--- config.mk ---
export PLATFORM = sky130hd
export DESIGN_NAME = redmean_color_distance_top
export DESIGN_NICKNAME = d
export VERILOG_FILES = /design/src/hw/rtl/rcd_pkg.sv /design/src/hw/rtl/redmean_color_distance_top.sv
export VERILOG_INCLUDE_DIRS = /design/src /design/src/hw/rtl
export SDC_FILE = /design/constraint.sdc
export NUM_CORES = 2
export LEC_CHECK = 0
export BUFFER_PORTS_ARGS = -buffer_cell sky130_fd_sc_hd__buf_4
export CAP_MARGIN = 25
export CORE_MARGIN = 2
export CORE_UTILIZATION = 65
export DETAILED_ROUTE_END_ITERATION = 7
export HOLD_SLACK_MARGIN = 0.1
export PLACE_DENSITY_LB_ADDON = 0.12
export RECOVER_POWER = 50
export SLEW_MARGIN = 10
export SYNTH_ARGS = -nofsm -noshare
export SYNTH_HDL_FRONTEND = slang
export SYNTH_SLANG_ARGS = --single-unit
--- constraint.sdc ---
create_clock -name clk -period 9.15 [get_ports clk]
set_clock_uncertainty 0.1 [all_clocks]
set_input_delay 1.83 -clock clk [delete_from_list [all_inputs] [get_ports clk]]
set_output_delay 1.83 -clock clk [all_outputs]
set_load 0.02 [all_outputs]
--- src/hw/rtl/redmean_color_distance_top_assert.svh ---
// ----------------------------------------------------------------------------
// Redmean color distance assertion macros
// Shared property forms for the color distance pipeline checks.
// ----------------------------------------------------------------------------
`ifndef REDMEAN_COLOR_DISTANCE_TOP_ASSERT_SVH
`define REDMEAN_COLOR_DISTANCE_TOP_ASSERT_SVH

// same-cycle implication, checked out of reset
`define RCD_ASSERT_IMPLY(label, clk, rst_n, ante, cons) \
  label: assert property (@(posedge clk) disable iff (!rst_n) (ante) |-> (cons)) \
    else $error("rcd assertion failed");

// next-cycle implication, checked out of reset
`define RCD_ASSERT_NEXT(label, clk, rst_n, ante, cons) \
  label: assert property (@(posedge clk) disable iff (!rst_n) (ante) |=> (cons)) \
    else $error("rcd assertion failed");

`endif

--- src/hw/rtl/rcd_pkg.sv ---
// ----------------------------------------------------------------------------
// Redmean color distance package
// Word types and fixed constants of the color distance pipeline.
// ----------------------------------------------------------------------------
`timescale 1ns / 1ps

package rcd_pkg;

  typedef struct packed {
    logic [7:0] first_red;
    logic [7:0] first_green;
    logic [7:0] first_blue;
    logic       first_is_clear;
    logic [7:0] second_red;
    logic [7:0] second_green;
    logic [7:0] second_blue;
    logic       second_is_clear;
  } rcd_in_t;

  typedef struct packed {
    logic [28:0] weighted_square_sum;
    logic [16:0] normalized_distance;
  } rcd_out_t;

  // pipeline depth, output register included
  localparam int STAGES = 17;

  localparam logic [10:0] RED_BASE  = 11'd1024;
  localparam logic [10:0] BLUE_BASE = 11'd1534;

  // distance = floor(root * 256000 / 764833), root has 8 fraction bits
  localparam logic [17:0] SCALE_NUM = 18'd256000;
  localparam logic [19:0] DIV_D     = 20'd764833;
  // floor(2^20 * 256000 / 764833)
  localparam logic [18:0] RECIP_M   = 19'd350972;
  localparam int          RECIP_SH  = 20;

  localparam logic [16:0] Q16_ONE = 17'd65536;

endpackage

--- src/hw/rtl/redmean_color_distance_top.sv ---
// Redmean color distance pipeline.
// Depth: 17 register stages, passed in order from stage 1 to the output register.
// Throughput: one word per cycle while out_stall is low; the ready chain is
// combinational, so a stage refills as soon as its word moves on and out_stall
// reaches in_stall at once.
// Reset clears only the stage valid bits.
// ----------------------------------------------------------------------------
// Redmean color distance top level
// Weighted square sum, 18-bit root over nine stages, and scaled distance.
// ----------------------------------------------------------------------------
`timescale 1ns / 1ps
`include "redmean_color_distance_top_assert.svh"

module redmean_color_distance_top (
  input  logic              clk,
  input  logic              rst_n,
  input  logic              in_valid,
  output logic              in_stall,
  input  rcd_pkg::rcd_in_t  in_data,
  output logic              out_valid,
  input  logic              out_stall,
  output rcd_pkg::rcd_out_t out_data
);
  import rcd_pkg::*;

  typedef struct packed {
    logic [19:0] rem;
    logic [17:0] root;
  } sq_step_t;

  // one restoring square root digit
  function automatic sq_step_t sq_step(input sq_step_t cur, input logic [1:0] bits);
    logic [21:0] sh;
    logic [21:0] trial;
    sq_step_t    res;
    sh    = {cur.rem, bits};
    trial = {2'b00, cur.root, 2'b01};
    if (sh >= trial) begin
      res.rem  = 20'(sh - trial);
      res.root = {cur.root[16:0], 1'b1};
    end else begin
      res.rem  = sh[19:0];
      res.root = {cur.root[16:0], 1'b0};
    end
    return res;
  endfunction

  logic [STAGES:1]   vld_r;
  logic [STAGES+1:1] rdy;

  assign rdy[STAGES+1] = !out_stall;

  genvar g;
  generate
    for (g = 1; g <= STAGES; g++) begin : g_ctl
      assign rdy[g] = !vld_r[g] || rdy[g+1];
      if (g == 1) begin : g_first
        always_ff @(posedge clk) begin
          if (!rst_n) begin
            vld_r[g] <= 1'b0;
          end else if (rdy[g]) begin
            vld_r[g] <= in_valid;
          end
        end
      end else begin : g_rest
        always_ff @(posedge clk) begin
          if (!rst_n) begin
            vld_r[g] <= 1'b0;
          end else if (rdy[g]) begin
            vld_r[g] <= vld_r[g-1];
          end
        end
      end
    end
  endgenerate

  assign in_stall  = !rdy[1];
  assign out_valid = vld_r[STAGES];

  // stage 1: channel differences and red and blue weights
  logic        clr;
  logic [8:0]  rsum;
  logic [7:0]  s1_dr_r, s1_dg_r, s1_db_r;
  logic [10:0] s1_wr_r, s1_wb_r;

  assign clr  = in_data.first_is_clear || in_data.second_is_clear;
  assign rsum = {1'b0, in_data.first_red} + {1'b0, in_data.second_red};

  always_ff @(posedge clk) begin
    if (rdy[1]) begin
      // a clear color zeroes every difference, so the sum and distance are zero
      if (clr) begin
        s1_dr_r <= '0;
        s1_dg_r <= '0;
        s1_db_r <= '0;
      end else begin
        s1_dr_r <= (in_data.first_red > in_data.second_red) ?
                   in_data.first_red - in_data.second_red :
                   in_data.second_red - in_data.first_red;
        s1_dg_r <= (in_data.first_green > in_data.second_green) ?
                   in_data.first_green - in_data.second_green :
                   in_data.second_green - in_data.first_green;
        s1_db_r <= (in_data.first_blue > in_data.second_blue) ?
                   in_data.first_blue - in_data.second_blue :
                   in_data.second_blue - in_data.first_blue;
      end
      s1_wr_r <= RED_BASE + {2'b00, rsum};
      s1_wb_r <= BLUE_BASE - {2'b00, rsum};
    end
  end

  // stage 2: squares
  logic [15:0] s2_sr_r, s2_sg_r, s2_sb_r;
  logic [10:0] s2_wr_r, s2_wb_r;

  always_ff @(posedge clk) begin
    if (rdy[2]) begin
      s2_sr_r <= {8'd0, s1_dr_r} * {8'd0, s1_dr_r};
      s2_sg_r <= {8'd0, s1_dg_r} * {8'd0, s1_dg_r};
      s2_sb_r <= {8'd0, s1_db_r} * {8'd0, s1_db_r};
      s2_wr_r <= s1_wr_r;
      s2_wb_r <= s1_wb_r;
    end
  end

  // stage 3: weighted terms
  logic [26:0] s3_pr_r, s3_pg_r, s3_pb_r;

  always_ff @(posedge clk) begin
    if (rdy[3]) begin
      s3_pr_r <= {16'd0, s2_wr_r} * {11'd0, s2_sr_r};
      s3_pg_r <= {s2_sg_r, 11'd0};
      s3_pb_r <= {16'd0, s2_wb_r} * {11'd0, s2_sb_r};
    end
  end

  // stage 4: weighted square sum
  logic [28:0] s4_sum_r;

  always_ff @(posedge clk) begin
    if (rdy[4]) begin
      s4_sum_r <= {2'b00, s3_pr_r} + {2'b00, s3_pg_r} + {2'b00, s3_pb_r};
    end
  end

  // stages 5..13: root of 128 * sum, two digits per stage
  sq_step_t    sq_r [0:8];
  logic [28:0] sq_s_r [0:8];

  generate
    for (g = 0; g < 9; g++) begin : g_sqrt
      sq_step_t    cur;
      sq_step_t    mid;
      sq_step_t    nxt;
      logic [28:0] s_in;
      logic [35:0] rad;

      if (g == 0) begin : g_head
        assign cur  = '0;
        assign s_in = s4_sum_r;
      end else begin : g_body
        assign cur  = sq_r[g-1];
        assign s_in = sq_s_r[g-1];
      end

      assign rad = {s_in, 7'd0};
      assign mid = sq_step(cur, rad[35-4*g -: 2]);
      assign nxt = sq_step(mid, rad[33-4*g -: 2]);

      always_ff @(posedge clk) begin
        if (rdy[5+g]) begin
          sq_r[g]   <= nxt;
          sq_s_r[g] <= s_in;
        end
      end
    end
  endgenerate

  // stage 14: reciprocal estimate and exact numerator
  logic [36:0] s14_p_r;
  logic [35:0] s14_n_r;
  logic [28:0] s14_s_r;

  always_ff @(posedge clk) begin
    if (rdy[14]) begin
      s14_p_r <= {19'd0, sq_r[8].root} * {18'd0, RECIP_M};
      s14_n_r <= {18'd0, sq_r[8].root} * {18'd0, SCALE_NUM};
      s14_s_r <= sq_s_r[8];
    end
  end

  // stage 15: back-multiply the quotient estimate, which is low by at most one
  logic [16:0] q_est;
  logic [16:0] s15_q_r;
  logic [36:0] s15_t_r;
  logic [35:0] s15_n_r;
  logic [28:0] s15_s_r;

  assign q_est = s14_p_r[RECIP_SH +: 17];

  always_ff @(posedge clk) begin
    if (rdy[15]) begin
      s15_q_r <= q_est;
      s15_t_r <= {20'd0, q_est} * {17'd0, DIV_D};
      s15_n_r <= s14_n_r;
      s15_s_r <= s14_s_r;
    end
  end

  // stage 16: remainder check corrects the estimate
  logic [36:0] rmd;
  logic [16:0] s16_q_r;
  logic [28:0] s16_s_r;

  assign rmd = {1'b0, s15_n_r} - s15_t_r;

  always_ff @(posedge clk) begin
    if (rdy[16]) begin
      s16_q_r <= s15_q_r + {16'd0, (rmd >= {17'd0, DIV_D})};
      s16_s_r <= s15_s_r;
    end
  end

  // stage 17: saturate at 1.0 into the output register
  rcd_out_t out_r;

  always_ff @(posedge clk) begin
    if (rdy[17]) begin
      out_r.weighted_square_sum <= s16_s_r;
      out_r.normalized_distance <= (s16_q_r > Q16_ONE) ? Q16_ONE : s16_q_r;
    end
  end

  assign out_data = out_r;

  `RCD_ASSERT_IMPLY(a_dist_sat, clk, rst_n, out_valid, out_data.normalized_distance <= Q16_ONE)
  `RCD_ASSERT_IMPLY(a_zero_sum, clk, rst_n, out_valid && (out_data.weighted_square_sum == '0), out_data.normalized_distance == '0)
  `RCD_ASSERT_NEXT(a_clear_zero, clk, rst_n, in_valid && !in_stall && clr, (s1_dr_r == '0) && (s1_dg_r == '0) && (s1_db_r == '0))
  `RCD_ASSERT_NEXT(a_out_hold, clk, rst_n, out_valid && out_stall, out_valid && $stable(out_data))

endmodule

# After elaboration in Yosys (flattened, before gate mapping)
# Memories as Yosys holds them, arrays and structs flattened. A register that Yosys moved wholly into a read port is not among the register bits.
# Index checks and enable logic that the tools add are counted.
# word_totals
register_bits,492
ramBits,603
output_inout_bits,48
word_cells,181
n_memories,2
# memory_table
memory,words,word_bits,read_ports,rd_clocked_by_memory_dff,wr,line_no,source
sq_r,9,38,9,0,9,redmean_color_distance_top.sv:147,sq_step_t sq_r [0:8];
sq_s_r,9,29,9,1,9,redmean_color_distance_top.sv:148,logic [28:0] sq_s_r [0:8];
# op_classes
add_sub_neg,31
multipliers,8
n_lt_le_gt_ge,23
n_mux,39
reduce_logical,37
# op_table
operator,count
$mux W38,18
$ge A22 B20 Y1,17
$sub A20 B20 Y20,17
$mul A11 B16 Y27,2
$mul A8 B8 Y16,3
$sub A8 B8 Y8,6
$ge A37 B20 Y1 const B,1
$mul A17 B20 Y37 const B,1
$sub A36 B37 Y37,1
$mul A18 B17 Y35 const B,1
$add A28 B27 Y29,1
$add A27 B27 Y28,1
$mul A18 B7 Y25 const B,1
$gt A8 B8 Y1,3
$mux W8,3
$logic_not A1 Y1,19
$logic_or A1 B1 Y1,18
$mux W1,18
$add A17 B1 Y17,1
$gt A17 B17 Y1 const B,1
$add A11 B9 Y11 const A,1
$sub A11 B9 Y11 const A,1
$add A8 B8 Y9,1
$sub A2 B1 Y3 const B,1
$ge A2 B1 Y1 const B,1

# Logic depth before layout (Yosys ltp)
# logic_depth
depth_word,19
depth_mapped,26
mapped_depth_nobuf,25

# Worst setup path before layout
# Ideal clock, no wire load.
# synth_path
path_kind,input-to-output
start,input port out_stall
end,output port in_stall
arrival_ns,6.829
required_ns,7.220
path_slack_ns,0.391
path_stages,10
path_buffers,0
cell_sequence,and3_1 -> inv_1 -> nor2_1 -> and2_1 -> inv_1 -> nor3_1 -> and3_1 -> and2_1 -> nand3_1 -> inv_1
# synth_between
elab_chain_len,19
# synth_lines
item,line_no,source
from (decl),redmean_color_distance_top.sv:21,"input logic out_stall,"
$logic_not A1 Y1,redmean_color_distance_top.sv:51,assign rdy[STAGES+1] = !out_stall;
$logic_or A1 B1 Y1 (2 in a row),redmean_color_distance_top.sv:56,assign rdy[g] = !vld_r[g] || rdy[g+1];
named net rdy (one bit),redmean_color_distance_top.sv:49,logic [STAGES+1:1] rdy;
$logic_or A1 B1 Y1 (4 in a row),redmean_color_distance_top.sv:56,
named net rdy (one bit),redmean_color_distance_top.sv:49,
$logic_or A1 B1 Y1 (11 in a row),redmean_color_distance_top.sv:56,
$logic_not A1 Y1,redmean_color_distance_top.sv:77,assign in_stall = !rdy[1];
to (decl),redmean_color_distance_top.sv:18,"output logic in_stall,"
# The timed path passes the listed nets, and every way through them passes these cells.

# Worst setup path in the final report
# Same ends and word-level chain as after synthesis.

==> metrics.yaml <==
logic_synthesis:
  synthAdderAreaFrac_pct: 29.5
  syn_area_um2: 77700
  ys_async_sr_fraction_pct: 0
  syn_avg_cell_area_um2: 11.1
  synth_area_leaders: "edfxtp_1 38%, fa_1 16%, ha_1 13%"
  yosys.area.top_type: "edfxtp_1"
  synth_seq_cells: 988
  synth_compound_area_share_pct: 9.59
  synth_xor_area_share_pct: 4.93
  synthFlopType: "edfxtp_1"
  syn_inst: 6982
  synth-edff-count: 971
  yosys_warnings: 0
  synth.distinct_cells: 105
  synth_seq_area_share_pct: 38.0
  synth_top_cell_area_share_pct: 37.5
  synth-simple-area-share_pct: 10.5
  synth_top_family_by_area: "adder cells"
  synthMuxAreaShare_pct: 1.24
layout:
  area_growth_pct: 7.23
  final_cell_mix: "1,140 x inv_1, 971 x edfxtp_1, 834 x ha_1"
  final_area_um2: 83300
  final_common_cell: "inv_1"
  nets: 8611
  layout-drive-gt1-share_pct: 5.15
  utilization_pct: 70.5
routing:
  drt-met1-wl_mm: 76.5
  viasPerCell: 5.85
  dr.max_layer_used: "met4"
  wl_per_cell_um: 20.1
  drc: 0
  routed-wl-met3_mm: 8.92
  wirelength_mm: 175
  vias: 51100
  drtIter0Drc: 3977
  met2WireLength_mm: 83.5
  dr.pass1.iters: 6
  ant_nets: 0
placed_design:
  placed_area_um2: 80100
  place.gp.congestion: 0.983
  portBuffers: 101
  place_ws_ps: 2040
  place_hpwl_mm: 139
timing:
  layout_setup_ws_ps: 1720
  finalCritPeriodShare_pct: 81.2
  grt_setup_unrepaired: "no"
  fin_tns_setup_ps: 0
  fin_crit_ps: 7430
  slew_headroom_pct: -149
  finalHoldViolCount: 0
  fmax_ghz: 0.135
  worst_pin_slew_ps: 3730
  setup-violations-final: 0
  drv_slew: 351
clock_tree:
  post_cts_buffers: 0
  clkSinkCount: 988
  cts_max_path_buffers: 3
  cts.htree.levels: 3
  clk_pin_slew_ps: 60
  cts_resized: 0
  cts_hold_buf: 0
  clk_latency_ps: 750
  cts_root_buffer: "clkbuf_16"
  cts_made_buffers: 104
  cts_tree: "done"
worst_hold_path:
  whs_path_depth: 0
  hp-class: "reg2reg"
floorplan:
  num_io_pins: 102
  start_util_pct: 65.7
  num_rows: 126
  fp.dieW_um: 350
  fp.coreArea_um2: 118000
  die_h_um: 350
  dieArea_um2: 122000
worst_setup_path:
  cpMostUsedCell: "inv_1"
  slowest_delay_ps: 730
  crit_slowest_cell: "nor3_1"
  setup.worst_path.start_class: "primary input"
  critPathArrivalTime_ps: 5500
  r2r_cells: 23
  worstPathRequired_ps: 7220
  crit_type: "in2out"
  end_kind: "output pin"
  path_max_fanout: 44
  crit_chain: "clkbuf_1 -> and3_1 -> inv_1 -> nor2_1 -> and2_0 -> inv_1 -> nor3_1 -> and3_1 -> and2_1 -> nand3_2 -> buf_4 -> inv_1 -> buf_4"
grt:
  grt_max_degree: 70
  track_usage_pct: 29.6
  overflow: 0
  antenna_found_initial: 5
  grt_pass1_vias: 52000
  grt_pass1_wl_mm: 282
outcome:
  status: "finished with violations"
  violations: "max-capacitance violations, max-slew violations"
run:
  maxCapViolCount: 8
## layout make-up
| cell class | instances | area, µm² |
|---|---|---|
| multi-input cells | 4733 | 43400 |
| well taps | 1536 | 1920 |
| clock buffers | 118 | 2660 |
| flip-flops and latches | 988 | 29500 |
| inverters | 1148 | 4310 |
| diodes | 2 | 5.00 |
| fillers | 8663 | 34900 |
| repair buffers | 123 | 746 |
| clock inverters | 72 | 773 |
## per-stage QoR
stage                     hold WS (ps)  std cells
after floorplan                    300       6996
after global placement             301       8525
after detailed placement           305       8526
after CTS                          260       8716
after global routing               276       8718
final                              263       8720
## cell families (layout without fill, tap and decap cells)
group                    Yosys count  count (layout)
buffers and inverters           1275            1461
multiplexers                      89              89
XOR/XNOR                         437             437
adder cells (fa/ha/maj)         1459            1459
AND/OR/NAND/NOR                 1596            1596
AO/OA/AOI/OAI                   1136            1136
flip-flops                       988             988
other                              2              18
## critical path: cells and delay by family
kind	cells	cell delay [ps]
simple gates	7	2310
buf+inv	6	1340
## flip-flops by register name, summed over array words and instances (netlist names), 27 cells and up
signal and count:
s3_pr_r 27, out_data 46, s3_pb_r 27, s16_s_r 29
s14_s_r 29, s15_t_r 32, s15_s_r 29, g_sqrt.s_in 29
sq_r 239, sq_s_r 261
## layer usage
metal	track usage, %	vias to the layer above
met5	0	-
met4	10.7	0
met3	3.59	324
met2	48.6	1339
met1	40.7	25200
li1	-	24200
## path summary, 6_finish.rpt
kind | from | end | slack, ps
setup / recovery | out_stall | in_stall | 1720
hold / removal | s14_n_r[27] | s15_n_r[27] | 260
hold reg to reg | s14_n_r[27] | s15_n_r[27] | 260
setup reg to reg | sq_r[0][315] | s14_p_r[36] | 1950
## synthesized netlist by cell type, types with 15 or more instances
master,count
a2111oi_0,16
a211oi_1,43
a21boi_0,16
a21o_1,123
a21oi_1,352
a31oi_1,25
and2_1,231
and3_1,39
buf_2,15
clkbuf_1,103
dfxtp_1,17
edfxtp_1,971
fa_1,625
ha_1,834
inv_1,1144
mux2_2,59
mux2i_1,29
nand2_1,430
nand2b_1,62
nand3_1,82
nand4_1,51
nor2_1,316
nor2b_1,82
nor3_1,111
nor4_1,27
o2111ai_1,17
o211ai_1,24
o21a_1,88
o21ai_0,194
o21bai_1,43
o31ai_1,38
or2_2,24
or3_1,38
or4_1,17
xnor2_1,315
xor2_1,122
Power is left out: the tool's default activity adds up to more than one toggle a clock period on the data nets, which glitch-free logic cannot reach.
